$ cat src/rtl/hdsu_pkg.sv
`timescale 1ns / 1ps
// ----------------------------------------------------------------------------
// Half-duplex soft UART package
// Types, constants and codes shared by the UART core, its register file and
// its checker.
// ----------------------------------------------------------------------------
package hdsu_pkg;

	localparam int DATA_BITS   = 8;
	localparam int FRAME_BITS  = DATA_BITS + 2;
	localparam int TIMER_WIDTH = 16;
	localparam int DATA_IDX_W  = $clog2(DATA_BITS);
	localparam int FRAME_IDX_W = $clog2(FRAME_BITS);
	localparam int BIT_IDX_W   = $clog2(FRAME_BITS + 1);
	localparam int REG_COUNT   = 6;
	localparam int PADDR_W     = 5;
	localparam int PDATA_W     = 32;

	localparam logic [DATA_BITS-1:0] NO_BYTE = '1;

	// Register indexes (word offsets on the configuration port).
	localparam logic [2:0] REG_IDLE_POLL    = 3'd0;
	localparam logic [2:0] REG_FIRST_SAMPLE = 3'd1;
	localparam logic [2:0] REG_RX_BIT       = 3'd2;
	localparam logic [2:0] REG_TX_START     = 3'd3;
	localparam logic [2:0] REG_TX_BIT       = 3'd4;
	localparam logic [2:0] REG_TX_END       = 3'd5;

	// Register reset values.
	localparam logic [TIMER_WIDTH-1:0] RST_IDLE_POLL    = TIMER_WIDTH'(200);
	localparam logic [TIMER_WIDTH-1:0] RST_FIRST_SAMPLE = TIMER_WIDTH'(1234);
	localparam logic [TIMER_WIDTH-1:0] RST_RX_BIT       = TIMER_WIDTH'(833);
	localparam logic [TIMER_WIDTH-1:0] RST_TX_START     = TIMER_WIDTH'(833);
	localparam logic [TIMER_WIDTH-1:0] RST_TX_BIT       = TIMER_WIDTH'(833);
	localparam logic [TIMER_WIDTH-1:0] RST_TX_END       = TIMER_WIDTH'(100);

	typedef enum logic [1:0] {
		CMD_TICK = 2'd0,
		CMD_SEND = 2'd1,
		CMD_READ = 2'd2
	} hdsu_cmd_t;

	typedef enum logic [1:0] {
		MODE_IDLE = 2'd0,
		MODE_RX   = 2'd1,
		MODE_TX   = 2'd2
	} hdsu_mode_t;

	typedef enum logic [1:0] {
		RXS_EMPTY = 2'd0,
		RXS_READY = 2'd1,
		RXS_BUSY  = 2'd2
	} hdsu_rx_status_t;

	typedef struct packed {
		logic [1:0]           cmd;
		logic [DATA_BITS-1:0] tx_byte;
		logic                 rx_level;
	} hdsu_in_t;

	typedef struct packed {
		logic                 tx_level;
		logic                 send_accepted;
		logic [DATA_BITS-1:0] rx_byte;
		logic                 rx_valid;
		logic [1:0]           line_state;
	} hdsu_out_t;

	typedef struct packed {
		logic [TIMER_WIDTH-1:0] idle_poll;
		logic [TIMER_WIDTH-1:0] first_sample;
		logic [TIMER_WIDTH-1:0] rx_bit;
		logic [TIMER_WIDTH-1:0] tx_start;
		logic [TIMER_WIDTH-1:0] tx_bit;
		logic [TIMER_WIDTH-1:0] tx_end;
	} hdsu_intervals_t;

endpackage

$ cat src/rtl/half_duplex_soft_uart_core.sv
`timescale 1ns / 1ps
// ----------------------------------------------------------------------------
// Half-duplex soft UART core
// 8N2 UART driven by tick, send and read command words, with one shared
// line state, bit counter and interval timer, and APB-style interval registers.
// ----------------------------------------------------------------------------
// Response: the result for a command word is registered when the word is
// accepted and presented in the cycle after.
// Throughput: one word per cycle while responses are taken; the line engine
// updates its state as the word is accepted, so the next may follow at once.
// Reset: arst_n resets the line state, timer and response valid flag at once
// but not the payload; the interval registers return to their documented defaults.
// ----------------------------------------------------------------------------
module half_duplex_soft_uart_core (
	input  logic                         clk,
	input  logic                         arst_n,

	// Command channel.
	input  logic                         cmd_valid,
	output logic                         cmd_ready,
	input  hdsu_pkg::hdsu_in_t           cmd_word,

	// Response channel.
	output logic                         rsp_valid,
	input  logic                         rsp_ready,
	output hdsu_pkg::hdsu_out_t          rsp_word,

	// Configuration port.
	input  logic                         psel,
	input  logic                         penable,
	input  logic                         pwrite,
	input  logic [hdsu_pkg::PADDR_W-1:0] paddr,
	input  logic [hdsu_pkg::PDATA_W-1:0] pwdata,
	output logic [hdsu_pkg::PDATA_W-1:0] prdata,
	output logic                         pready
);
	import hdsu_pkg::*;

	hdsu_intervals_t intervals;
	hdsu_out_t       result;
	hdsu_out_t       rsp_word_q;
	logic            rsp_valid_q;
	logic            accept;

	// The register file never stalls the bus.
	assign pready = 1'b1;

	hdsu_regs u_regs (
		.clk       (clk),
		.arst_n    (arst_n),
		.psel      (psel),
		.penable   (penable),
		.pwrite    (pwrite),
		.paddr     (paddr),
		.pwdata    (pwdata),
		.prdata    (prdata),
		.intervals (intervals)
	);

	// A new word is taken whenever the result register is empty or its
	// contents are being taken in the same cycle, so the block keeps a full
	// word-per-cycle rate while the consumer keeps up.
	assign cmd_ready = !rsp_valid_q || rsp_ready;
	assign accept    = cmd_valid && cmd_ready;

	// The engine commits its state only on an accepted word; its result is
	// the combinational outcome of that word and is captured below.
	hdsu_engine u_engine (
		.clk       (clk),
		.arst_n    (arst_n),
		.step      (accept),
		.word      (cmd_word),
		.intervals (intervals),
		.result    (result)
	);

	always_ff @(posedge clk or negedge arst_n) begin
		if (!arst_n) begin
			rsp_valid_q <= 1'b0;
		end else if (cmd_ready) begin
			rsp_valid_q <= cmd_valid;
		end
	end

	// Payload needs no reset: it is only looked at while valid is high.
	always_ff @(posedge clk) begin
		if (accept) begin
			rsp_word_q <= result;
		end
	end

	assign rsp_valid = rsp_valid_q;
	assign rsp_word  = rsp_word_q;

endmodule

$ cat src/rtl/hdsu_regs.sv
`timescale 1ns / 1ps
// ----------------------------------------------------------------------------
// Half-duplex soft UART interval registers
// APB-style register file holding the six timer reload intervals.
// ----------------------------------------------------------------------------
module hdsu_regs (
	input  logic                              clk,
	input  logic                              arst_n,
	input  logic                              psel,
	input  logic                              penable,
	input  logic                              pwrite,
	input  logic [hdsu_pkg::PADDR_W-1:0]      paddr,
	input  logic [hdsu_pkg::PDATA_W-1:0]      pwdata,
	output logic [hdsu_pkg::PDATA_W-1:0]      prdata,
	output hdsu_pkg::hdsu_intervals_t         intervals
);
	import hdsu_pkg::*;

	hdsu_intervals_t regs_q;
	logic            wr_en;
	logic [2:0]      reg_idx;
	logic [TIMER_WIDTH-1:0] wr_val;
	logic [TIMER_WIDTH-1:0] rd_val;

	assign wr_en   = psel && penable && pwrite;
	assign reg_idx = paddr[PADDR_W-1:2];
	assign wr_val  = pwdata[TIMER_WIDTH-1:0];

	always_ff @(posedge clk or negedge arst_n) begin
		if (!arst_n) begin
			regs_q.idle_poll    <= RST_IDLE_POLL;
			regs_q.first_sample <= RST_FIRST_SAMPLE;
			regs_q.rx_bit       <= RST_RX_BIT;
			regs_q.tx_start     <= RST_TX_START;
			regs_q.tx_bit       <= RST_TX_BIT;
			regs_q.tx_end       <= RST_TX_END;
		end else if (wr_en) begin
			unique case (reg_idx)
				REG_IDLE_POLL:    regs_q.idle_poll    <= wr_val;
				REG_FIRST_SAMPLE: regs_q.first_sample <= wr_val;
				REG_RX_BIT:       regs_q.rx_bit       <= wr_val;
				REG_TX_START:     regs_q.tx_start     <= wr_val;
				REG_TX_BIT:       regs_q.tx_bit       <= wr_val;
				REG_TX_END:       regs_q.tx_end       <= wr_val;
				default:          ;
			endcase
		end
	end

	always_comb begin
		unique case (reg_idx)
			REG_IDLE_POLL:    rd_val = regs_q.idle_poll;
			REG_FIRST_SAMPLE: rd_val = regs_q.first_sample;
			REG_RX_BIT:       rd_val = regs_q.rx_bit;
			REG_TX_START:     rd_val = regs_q.tx_start;
			REG_TX_BIT:       rd_val = regs_q.tx_bit;
			REG_TX_END:       rd_val = regs_q.tx_end;
			default:          rd_val = '0;
		endcase
	end

	assign prdata    = PDATA_W'(rd_val);
	assign intervals = regs_q;

endmodule

$ cat src/rtl/hdsu_engine.sv
`timescale 1ns / 1ps
// ----------------------------------------------------------------------------
// Half-duplex soft UART line engine
// Holds the shared line state, bit counter and interval timer, and works out
// the next state and the result for one word in a single pass.
// ----------------------------------------------------------------------------
module hdsu_engine (
	input  logic                      clk,
	input  logic                      arst_n,
	input  logic                      step,
	input  hdsu_pkg::hdsu_in_t        word,
	input  hdsu_pkg::hdsu_intervals_t intervals,
	output hdsu_pkg::hdsu_out_t       result
);
	import hdsu_pkg::*;

	hdsu_mode_t             mode_q, mode_d;
	logic [BIT_IDX_W-1:0]   bit_q, bit_d;
	logic [FRAME_BITS-1:0]  frame_q, frame_d;
	logic [DATA_BITS-1:0]   shift_q, shift_d;
	hdsu_rx_status_t        status_q, status_d;
	logic [TIMER_WIDTH-1:0] count_q, count_d;
	logic                   line_q, line_d;

	always_ff @(posedge clk or negedge arst_n) begin
		if (!arst_n) begin
			mode_q   <= MODE_IDLE;
			bit_q    <= '0;
			frame_q  <= '0;
			shift_q  <= '0;
			status_q <= RXS_EMPTY;
			count_q  <= RST_IDLE_POLL;
			line_q   <= 1'b1;
		end else if (step) begin
			mode_q   <= mode_d;
			bit_q    <= bit_d;
			frame_q  <= frame_d;
			shift_q  <= shift_d;
			status_q <= status_d;
			count_q  <= count_d;
			line_q   <= line_d;
		end
	end

	always_comb begin
		mode_d   = mode_q;
		bit_d    = bit_q;
		frame_d  = frame_q;
		shift_d  = shift_q;
		status_d = status_q;
		count_d  = count_q;
		line_d   = line_q;

		result.send_accepted = 1'b0;
		result.rx_byte       = NO_BYTE;
		result.rx_valid      = 1'b0;

		unique case (word.cmd)
			CMD_TICK: begin
				if (count_q > TIMER_WIDTH'(1)) begin
					count_d = count_q - 1'b1;
				end else begin
					// The interval has run out: act on the line state.
					unique case (mode_q)
						MODE_IDLE: begin
							if (!word.rx_level) begin
								status_d = RXS_BUSY;
								count_d  = intervals.first_sample;
								mode_d   = MODE_RX;
								shift_d  = '0;
							end else begin
								count_d = intervals.idle_poll;
							end
							bit_d = '0;
						end
						MODE_RX: begin
							if (bit_q < BIT_IDX_W'(DATA_BITS)) begin
								count_d = intervals.rx_bit;
								shift_d[bit_q[DATA_IDX_W-1:0]] = word.rx_level;
								bit_d = bit_q + 1'b1;
							end else begin
								// Stop bit is not checked.
								mode_d   = MODE_IDLE;
								count_d  = intervals.idle_poll;
								status_d = RXS_READY;
								bit_d    = '0;
							end
						end
						MODE_TX: begin
							if (bit_q < BIT_IDX_W'(FRAME_BITS)) begin
								line_d  = frame_q[bit_q[FRAME_IDX_W-1:0]];
								bit_d   = bit_q + 1'b1;
								count_d = intervals.tx_bit;
							end else begin
								mode_d  = MODE_IDLE;
								bit_d   = '0;
								count_d = intervals.tx_end;
							end
						end
						default: mode_d = MODE_IDLE;
					endcase
				end
			end
			CMD_SEND: begin
				if (mode_q == MODE_IDLE) begin
					frame_d = {2'b11, word.tx_byte};
					count_d = intervals.tx_start;
					mode_d  = MODE_TX;
					line_d  = 1'b0;
					bit_d   = '0;
					result.send_accepted = 1'b1;
				end
			end
			CMD_READ: begin
				if (status_q == RXS_READY) begin
					result.rx_byte  = shift_q;
					result.rx_valid = 1'b1;
					status_d        = RXS_EMPTY;
				end
			end
			default: ;
		endcase

		result.tx_level   = line_d;
		result.line_state = 2'(mode_d);
	end

endmodule

$ cat config.mk
export PLATFORM = sky130hd
export DESIGN_NAME = half_duplex_soft_uart_core
export DESIGN_NICKNAME = d
export VERILOG_FILES = /design/src/rtl/hdsu_pkg.sv /design/src/rtl/half_duplex_soft_uart_core.sv /design/src/rtl/hdsu_regs.sv /design/src/rtl/hdsu_engine.sv
export SDC_FILE = /design/constraint.sdc
export NUM_CORES = 1
export LEC_CHECK = 0
export ABC_AREA = 0
export CAP_MARGIN = 20
export CORE_ASPECT_RATIO = 0.75
export CORE_MARGIN = 8
export CORE_UTILIZATION = 35
export DETAILED_ROUTE_END_ITERATION = 10
export DONT_BUFFER_PORTS = 1
export PLACE_DENSITY = 0.45
export SYNTH_ARGS = -nofsm -noshare
export SYNTH_HDL_FRONTEND = slang
export SYNTH_SLANG_ARGS = --single-unit
$ cat constraint.sdc
create_clock -name clk -period 3.3 [get_ports clk]
set_clock_uncertainty 0.15 [all_clocks]
set_input_delay 0.66 -clock clk [delete_from_list [all_inputs] [get_ports clk]]
set_output_delay 0.66 -clock clk [all_outputs]
set_load 0.05 [all_outputs]
# Word-level counts from Yosys, hierarchy flattened
# Index checks and enable logic that the tools add are counted.
# W data, S select, Z words.
[totals]
output_inout_bits = 48
regBits = 152
n_memories = 0
mem_bits_ro = 0
latchBits = 0
word_cells = 114
ramBits = 0
input_bits = 55
[op_classes]
magnitude_cmp = 6
n_shift = 0
n_div = 0
muxes = 42
add_sub_neg = 2
n_reduce_logical = 24
eq_ne = 20
multipliers = 0
bitwise = 1
[op_table]
columns = ["operator", "n"]
rows = [
  ["$pmux W16 S6", 1],
  ["$mux W16", 5],
  ["$pmux W16 S3", 1],
  ["$pmux W16 S2", 1],
  ["$mux W2", 9],
  ["$gt A16 B1 Y1 const B", 1],
  ["$mux W4", 4],
  ["$mux W8", 2],
  ["$pmux W8 S2", 1],
  ["$sub A16 B1 Y16 const B", 1],
  ["$reduce_and A2 Y1", 7],
  ["$pmux W2 S2", 3],
  ["$pmux W4 S3", 1],
  ["$bwmux W8", 1],
  ["$lt A4 B4 Y1 const B", 2],
  ["$mux W1", 8],
  ["$pmux W4 S2", 1],
  ["$reduce_and A7 Y1", 1],
  ["$eq A2 B1 Y1 const B", 3],
  ["$eq A3 B2 Y1 const B", 2],
  ["$eq A3 B3 Y1 const B", 2],
  ["$ne A2 B1 Y1 const B", 3],
  ["$ne A3 B3 Y1 const B", 2],
  ["$pmux W2 S3", 1],
  ["24 further kinds", 32],
]

# Depth between registers and ports, before layout
[depth]
depth_word = 7
mapped_depth = 10
mapped_depth_nobuf = 8

# By module
# From an unflattened synthesis, not the netlist that was laid out.
[hier_totals]
cells_unflattened = 798
area_unflattened_um2 = 8700.8
[modules_own_cells]
columns = ["mod", "seq_area_each_um2", "instances", "area_each_um2", "cells_each"]
rows = [
  ["hdsu_regs", 2431.1, 1, 4620.7, 333],
  ["hdsu_engine", 1056.0, 1, 3624.7, 446],
  ["half_duplex_soft_uart_core", 415.4, 1, 455.4, 19],
]

# Least setup slack after synthesis
# OpenSTA, ideal clock, no wires.
[synth_path]
kind = "input -> output"
start = "input port paddr[4] in the netlist's numbering"
end = "output port prdata[8] in the netlist's numbering"
arrival_ns = 2.107
cell_stages = 5
setup_slack_ns = 0.383
t_required_ns = 2.490
n_path_buf = 2
path_cell_list = "buf_2 > nor3_1 > clkbuf_1 > a22oi_1 > nand3_1"
[synth_between]
elab_chain_cells = 2
elab_cells_between_ends = 7
cone_classes = "eq/ne (5); mux (1); reduce/logical (1)"
[synth_lines]
columns = ["element", "line", "text"]
rows = [
  ["start, declared", "half_duplex_soft_uart_core.sv:32", "input logic [hdsu_pkg::PADDR_W-1:0] paddr,"],
  ["$eq A3 B3 Y1 (tied with other cells)", "hdsu_regs.sv:51", "unique case (reg_idx)"],
  ["$pmux W16 S6 *", "hdsu_regs.sv:51", ""],
  ["end, declared", "half_duplex_soft_uart_core.sv:34", "output logic [hdsu_pkg::PDATA_W-1:0] prdata,"],
]
# Every way passes the cells marked *; elsewhere a longest branch is shown, timed or not.

# Worst setup path after layout
[layout_path]
start = "register u_engine.mode_q[0]"
end = "register u_engine.count_q[6]"
[layout_between]
elab_chain_cells = 4
elab_cells_between_ends = 9
cone_classes = "eq/ne (4); mux (3); reduce/logical (2)"
[layout_lines]
columns = ["element", "line", "text"]
rows = [
  ["start, declared", "hdsu_engine.sv:17", "hdsu_mode_t mode_q, mode_d;"],
  ["start signal, assigned", "hdsu_engine.sv:35", "mode_q <= mode_d;"],
  ["$eq A2 B2 Y1 (tied with other cells)", "hdsu_engine.sv:64", "unique case (mode_q)"],
  ["$pmux W16 S3", "hdsu_engine.sv:64", ""],
  ["$mux W16", "hdsu_engine.sv:60", "if (count_q > TIMER_WIDTH'(1)) begin"],
  ["$pmux W16 S2", "hdsu_engine.sv:58", "unique case (word.cmd)"],
  ["end signal, assigned", "hdsu_engine.sv:40", "count_q <= count_d;"],
  ["end, declared", "hdsu_engine.sv:22", "logic [TIMER_WIDTH-1:0] count_q, count_d;"],
]
# Parallel ways exist; a longest one is shown, timed or not.
# A chain may end at the register's enable or synchronous reset.

==> flow_metrics.py <==
metrics = {
    "placed_design": {
        "portBuffers": 0,
        "placedCellCount": 1078,
        "place.gp.congestion": 0.792,
        "hpwl_um": 16600,
    },
    "routing": {
        "drt-initial-drc-count": 467,
        "via_per_inst": 5.63,
        "drt-pass1-iter-count": 5,
        "antenna_left": 0,
        "drc_errors": 0,
        "wl_per_cell_um": 22.9,
        "num_vias": 6249,
        "routed_wl_um": 25400,
    },
    "critical_path": {
        "path_delay_family": "compound AO/OA/AOI/OAI gates",
        "worstPathRequired_ps": 3510,
        "cp_slowest_cell": "a21oi_1",
        "worst-setup-path-type": "flip-flop to flip-flop",
        "cp_slowest_stage_delay_ps": 620,
        "crit_chain": "inv_1 > ha_1 > nor2_1 > or3_1 > a21oi_1 > buf_4 > o311ai_0 > o21a_1",
        "worst_r2r_startpoint": "u_engine.mode_q[0]",
        "worstPathArrival_ps": 3030,
        "end_kind": "flip-flop",
        "path_buf_inv": 2,
        "cp_max_fo": 10,
        "critPathLaunch": "u_engine.mode_q[0]",
        "crit_path_start_kind": "flip-flop",
    },
    "cells_and_area": {
        "num_antenna_cells": 0,
        "final_cells": 1110,
        "fillers": 2244,
        "num-nets-final": 854,
        "seqCellArea_um2": 3900,
        "layout_common_cells": "mux2_2, dfrtp_1, buf_4, a22oi_1",
        "mostFrequentLayoutCell": "mux2_2",
        "drive_above_1_share": 0.306,
        "multi_input_area_um2": 4100,
        "fin_util": 0.399,
        "syn2layout_area_growth_pct": 13.4,
    },
    "sta": {
        "hold_viol_final": 129,
        "min_period_ps": 2820,
        "fmax_ghz": 0.355,
        "finalSetupViolCount": 0,
        "rsz0062_at_grt": "false",
        "max-slew-margin-rel": 0.466,
        "min_period_over_period": 0.854,
        "holdWs_ps": -223,
        "finalSetupTns_ps": 0,
        "worst_pin_slew_ps": 800,
        "drv_slew": 0,
    },
    "cts": {
        "clk_latency_ps": 430,
        "cts_buffer_depth": 2,
        "cts_resized": 0,
        "cts-buffers-inserted": 17,
        "htreeDepth": 4,
        "cts_root_buffer": "clkbuf_16",
        "cts_tree": "built",
        "post_cts_buffers": 0,
        "cts.sinks": 152,
        "clk_pin_slew_ps": 70,
    },
    "logic_synthesis": {
        "synth.cell_area_um2": 8360,
        "yosysTopAreaCell": "dfrtp_1",
        "synthArstFlopShare": 0.914,
        "yosys_most_used_dff": "dfrtp_1",
        "synth_edf_count": 13,
        "synth_cell_types": 64,
        "synth-seq-area-share": 0.467,
        "yosysTopAreaCellShare": 0.335,
        "yosysWarnings": 0,
        "avgSynthCellArea_um2": 10.8,
        "synth_area_leaders": "dfrtp_1, mux2_2, dfstp_2",
        "synth_cells": 775,
        "ys_ff_latch": 152,
    },
    "global_route": {
        "grt_overflow": 0,
        "grt_pass1_vias": 6421,
        "grt_max_degree": 140,
        "grt_use_total": 0.178,
        "grt_pass1_wl_um": 39800,
        "antenna_found_initial": 0,
    },
    "job": {
        "max_cap_violations": 0,
    },
    "floorplan": {
        "rows": 49,
        "core_area_um2": 23700,
        "die_h_um": 150,
        "ios": 103,
        "die_x_um": 194,
        "dieArea_um2": 29100,
        "start_util": 0.352,
    },
    "outcome": {
        "run_status": "finished with violations",
        "violations": "negative hold slack",
    },
    "power_and_ir_drop": {
        "power.leakage_nw": 3.83,
        "ir_drop_mv": 0.244,
        "power.density_nw_per_um2": 637,
    },
    "min_path": {
        "holdCritPathClass": "input pin to async pin",
    },
}
## routing by layer
| metal | vias up | part of all wire | global-route usage | wire length (um) |
|---|---|---|---|---|
| met5 | - | 0 | 0 | 0 |
| met4 | 0 | 0.021 | 0.0610 | 538 |
| met3 | 41 | 0.061 | 0.0425 | 1560 |
| met2 | 193 | 0.45 | 0.273 | 11500 |
| met1 | 3147 | 0.47 | 0.243 | 11800 |
| li1 | 2868 | - | - | - |
## logic make-up after synthesis
family,count (synthesis),synth area share
AND/OR/NAND/NOR,169,0.109
flip-flops,152,0.467
other,2,0.000899
multiplexers,147,0.194
XOR/XNOR,9,0.00943
AO/OA/AOI/OAI,200,0.156
adder cells (fa/ha/maj),8,0.0120
buffers and inverters,88,0.0515
## worst register-to-register path, delay by kind of cell (launching register included)
family                     cells  cell delay [ps]
and+or+nand+nor                2              490
DFF                            1              430
buffers and inverters          2              390
adders and majority gates      1              380
AOI/OAI and AO/OA              3              900
## worst paths after layout
check                                        to  cells past startpoint  slack [ps]
min                         u_regs.intervals[7]                      0        -220
max reg2reg                 u_engine.count_q[6]                      8         480
max                         u_engine.count_q[6]                      8         480
max in group asynchronous  u_regs.intervals[16]                      0        2910
min in group clk                      rsp_valid                      1         200
min reg2reg                 u_engine.frame_q[8]                      1         320
## metrics by stage
step / hold slack [ps] / area [um2] / total power, mW / setup WS, ps
6_report: -223 / 9470 / 6.04 / 481
5_1_grt: -249 / 9470 / 6.34 / 265
4_1_cts: -244 / 9470 / 6.09 / 474
3_5_place_dp: 222 / 8840 / 3.95 / 469
3_3_place_gp: 222 / 8840 / 3.91 / 518
2_1_floorplan: 214 / 8410 / 3.62 / 383
## state kept, by name (all words and copies together), names as in the netlist
signal	flops
u_engine.status_q	2
u_regs.intervals	96
u_engine.line_q	1
u_engine.mode_q	2
u_engine.frame_q	9
u_engine.count_q	16
u_engine.shift_q	8
rsp_valid	1
u_engine.bit_q	4
rsp_word	13
## Yosys cell counts, types with 14 or more instances
library cell    n
a211oi_1       14
inv_1          20
nand2_1        31
buf_2          23
a21oi_1        47
mux2_2        121
o21ai_0        34
nor2_1         47
a22oi_1        48
dfrtp_1       112
dfstp_2        27
clkbuf_1       26
mux2i_1        24
nand3_1        21
buf_4          19
## cell type report
class	instances	share of cell area
multi-input combinational	550	0.432
sequential	152	0.412
clock buffer	21	0.0498
timing repair buffer	50	0.0409
tap	306	0.0404
clock inverter	11	0.0168
inverter	20	0.00792
## power breakdown
group | leakage (nW) | internal, mW | switching (mW)
clock | 0.306 | 1.27 | 0.843
combinational | 1.75 | 0.581 | 0.653
sequential | 1.78 | 2.30 | 0.395
total | 3.83 | 4.15 | 1.89
Power figures use the tool's default switching activity.
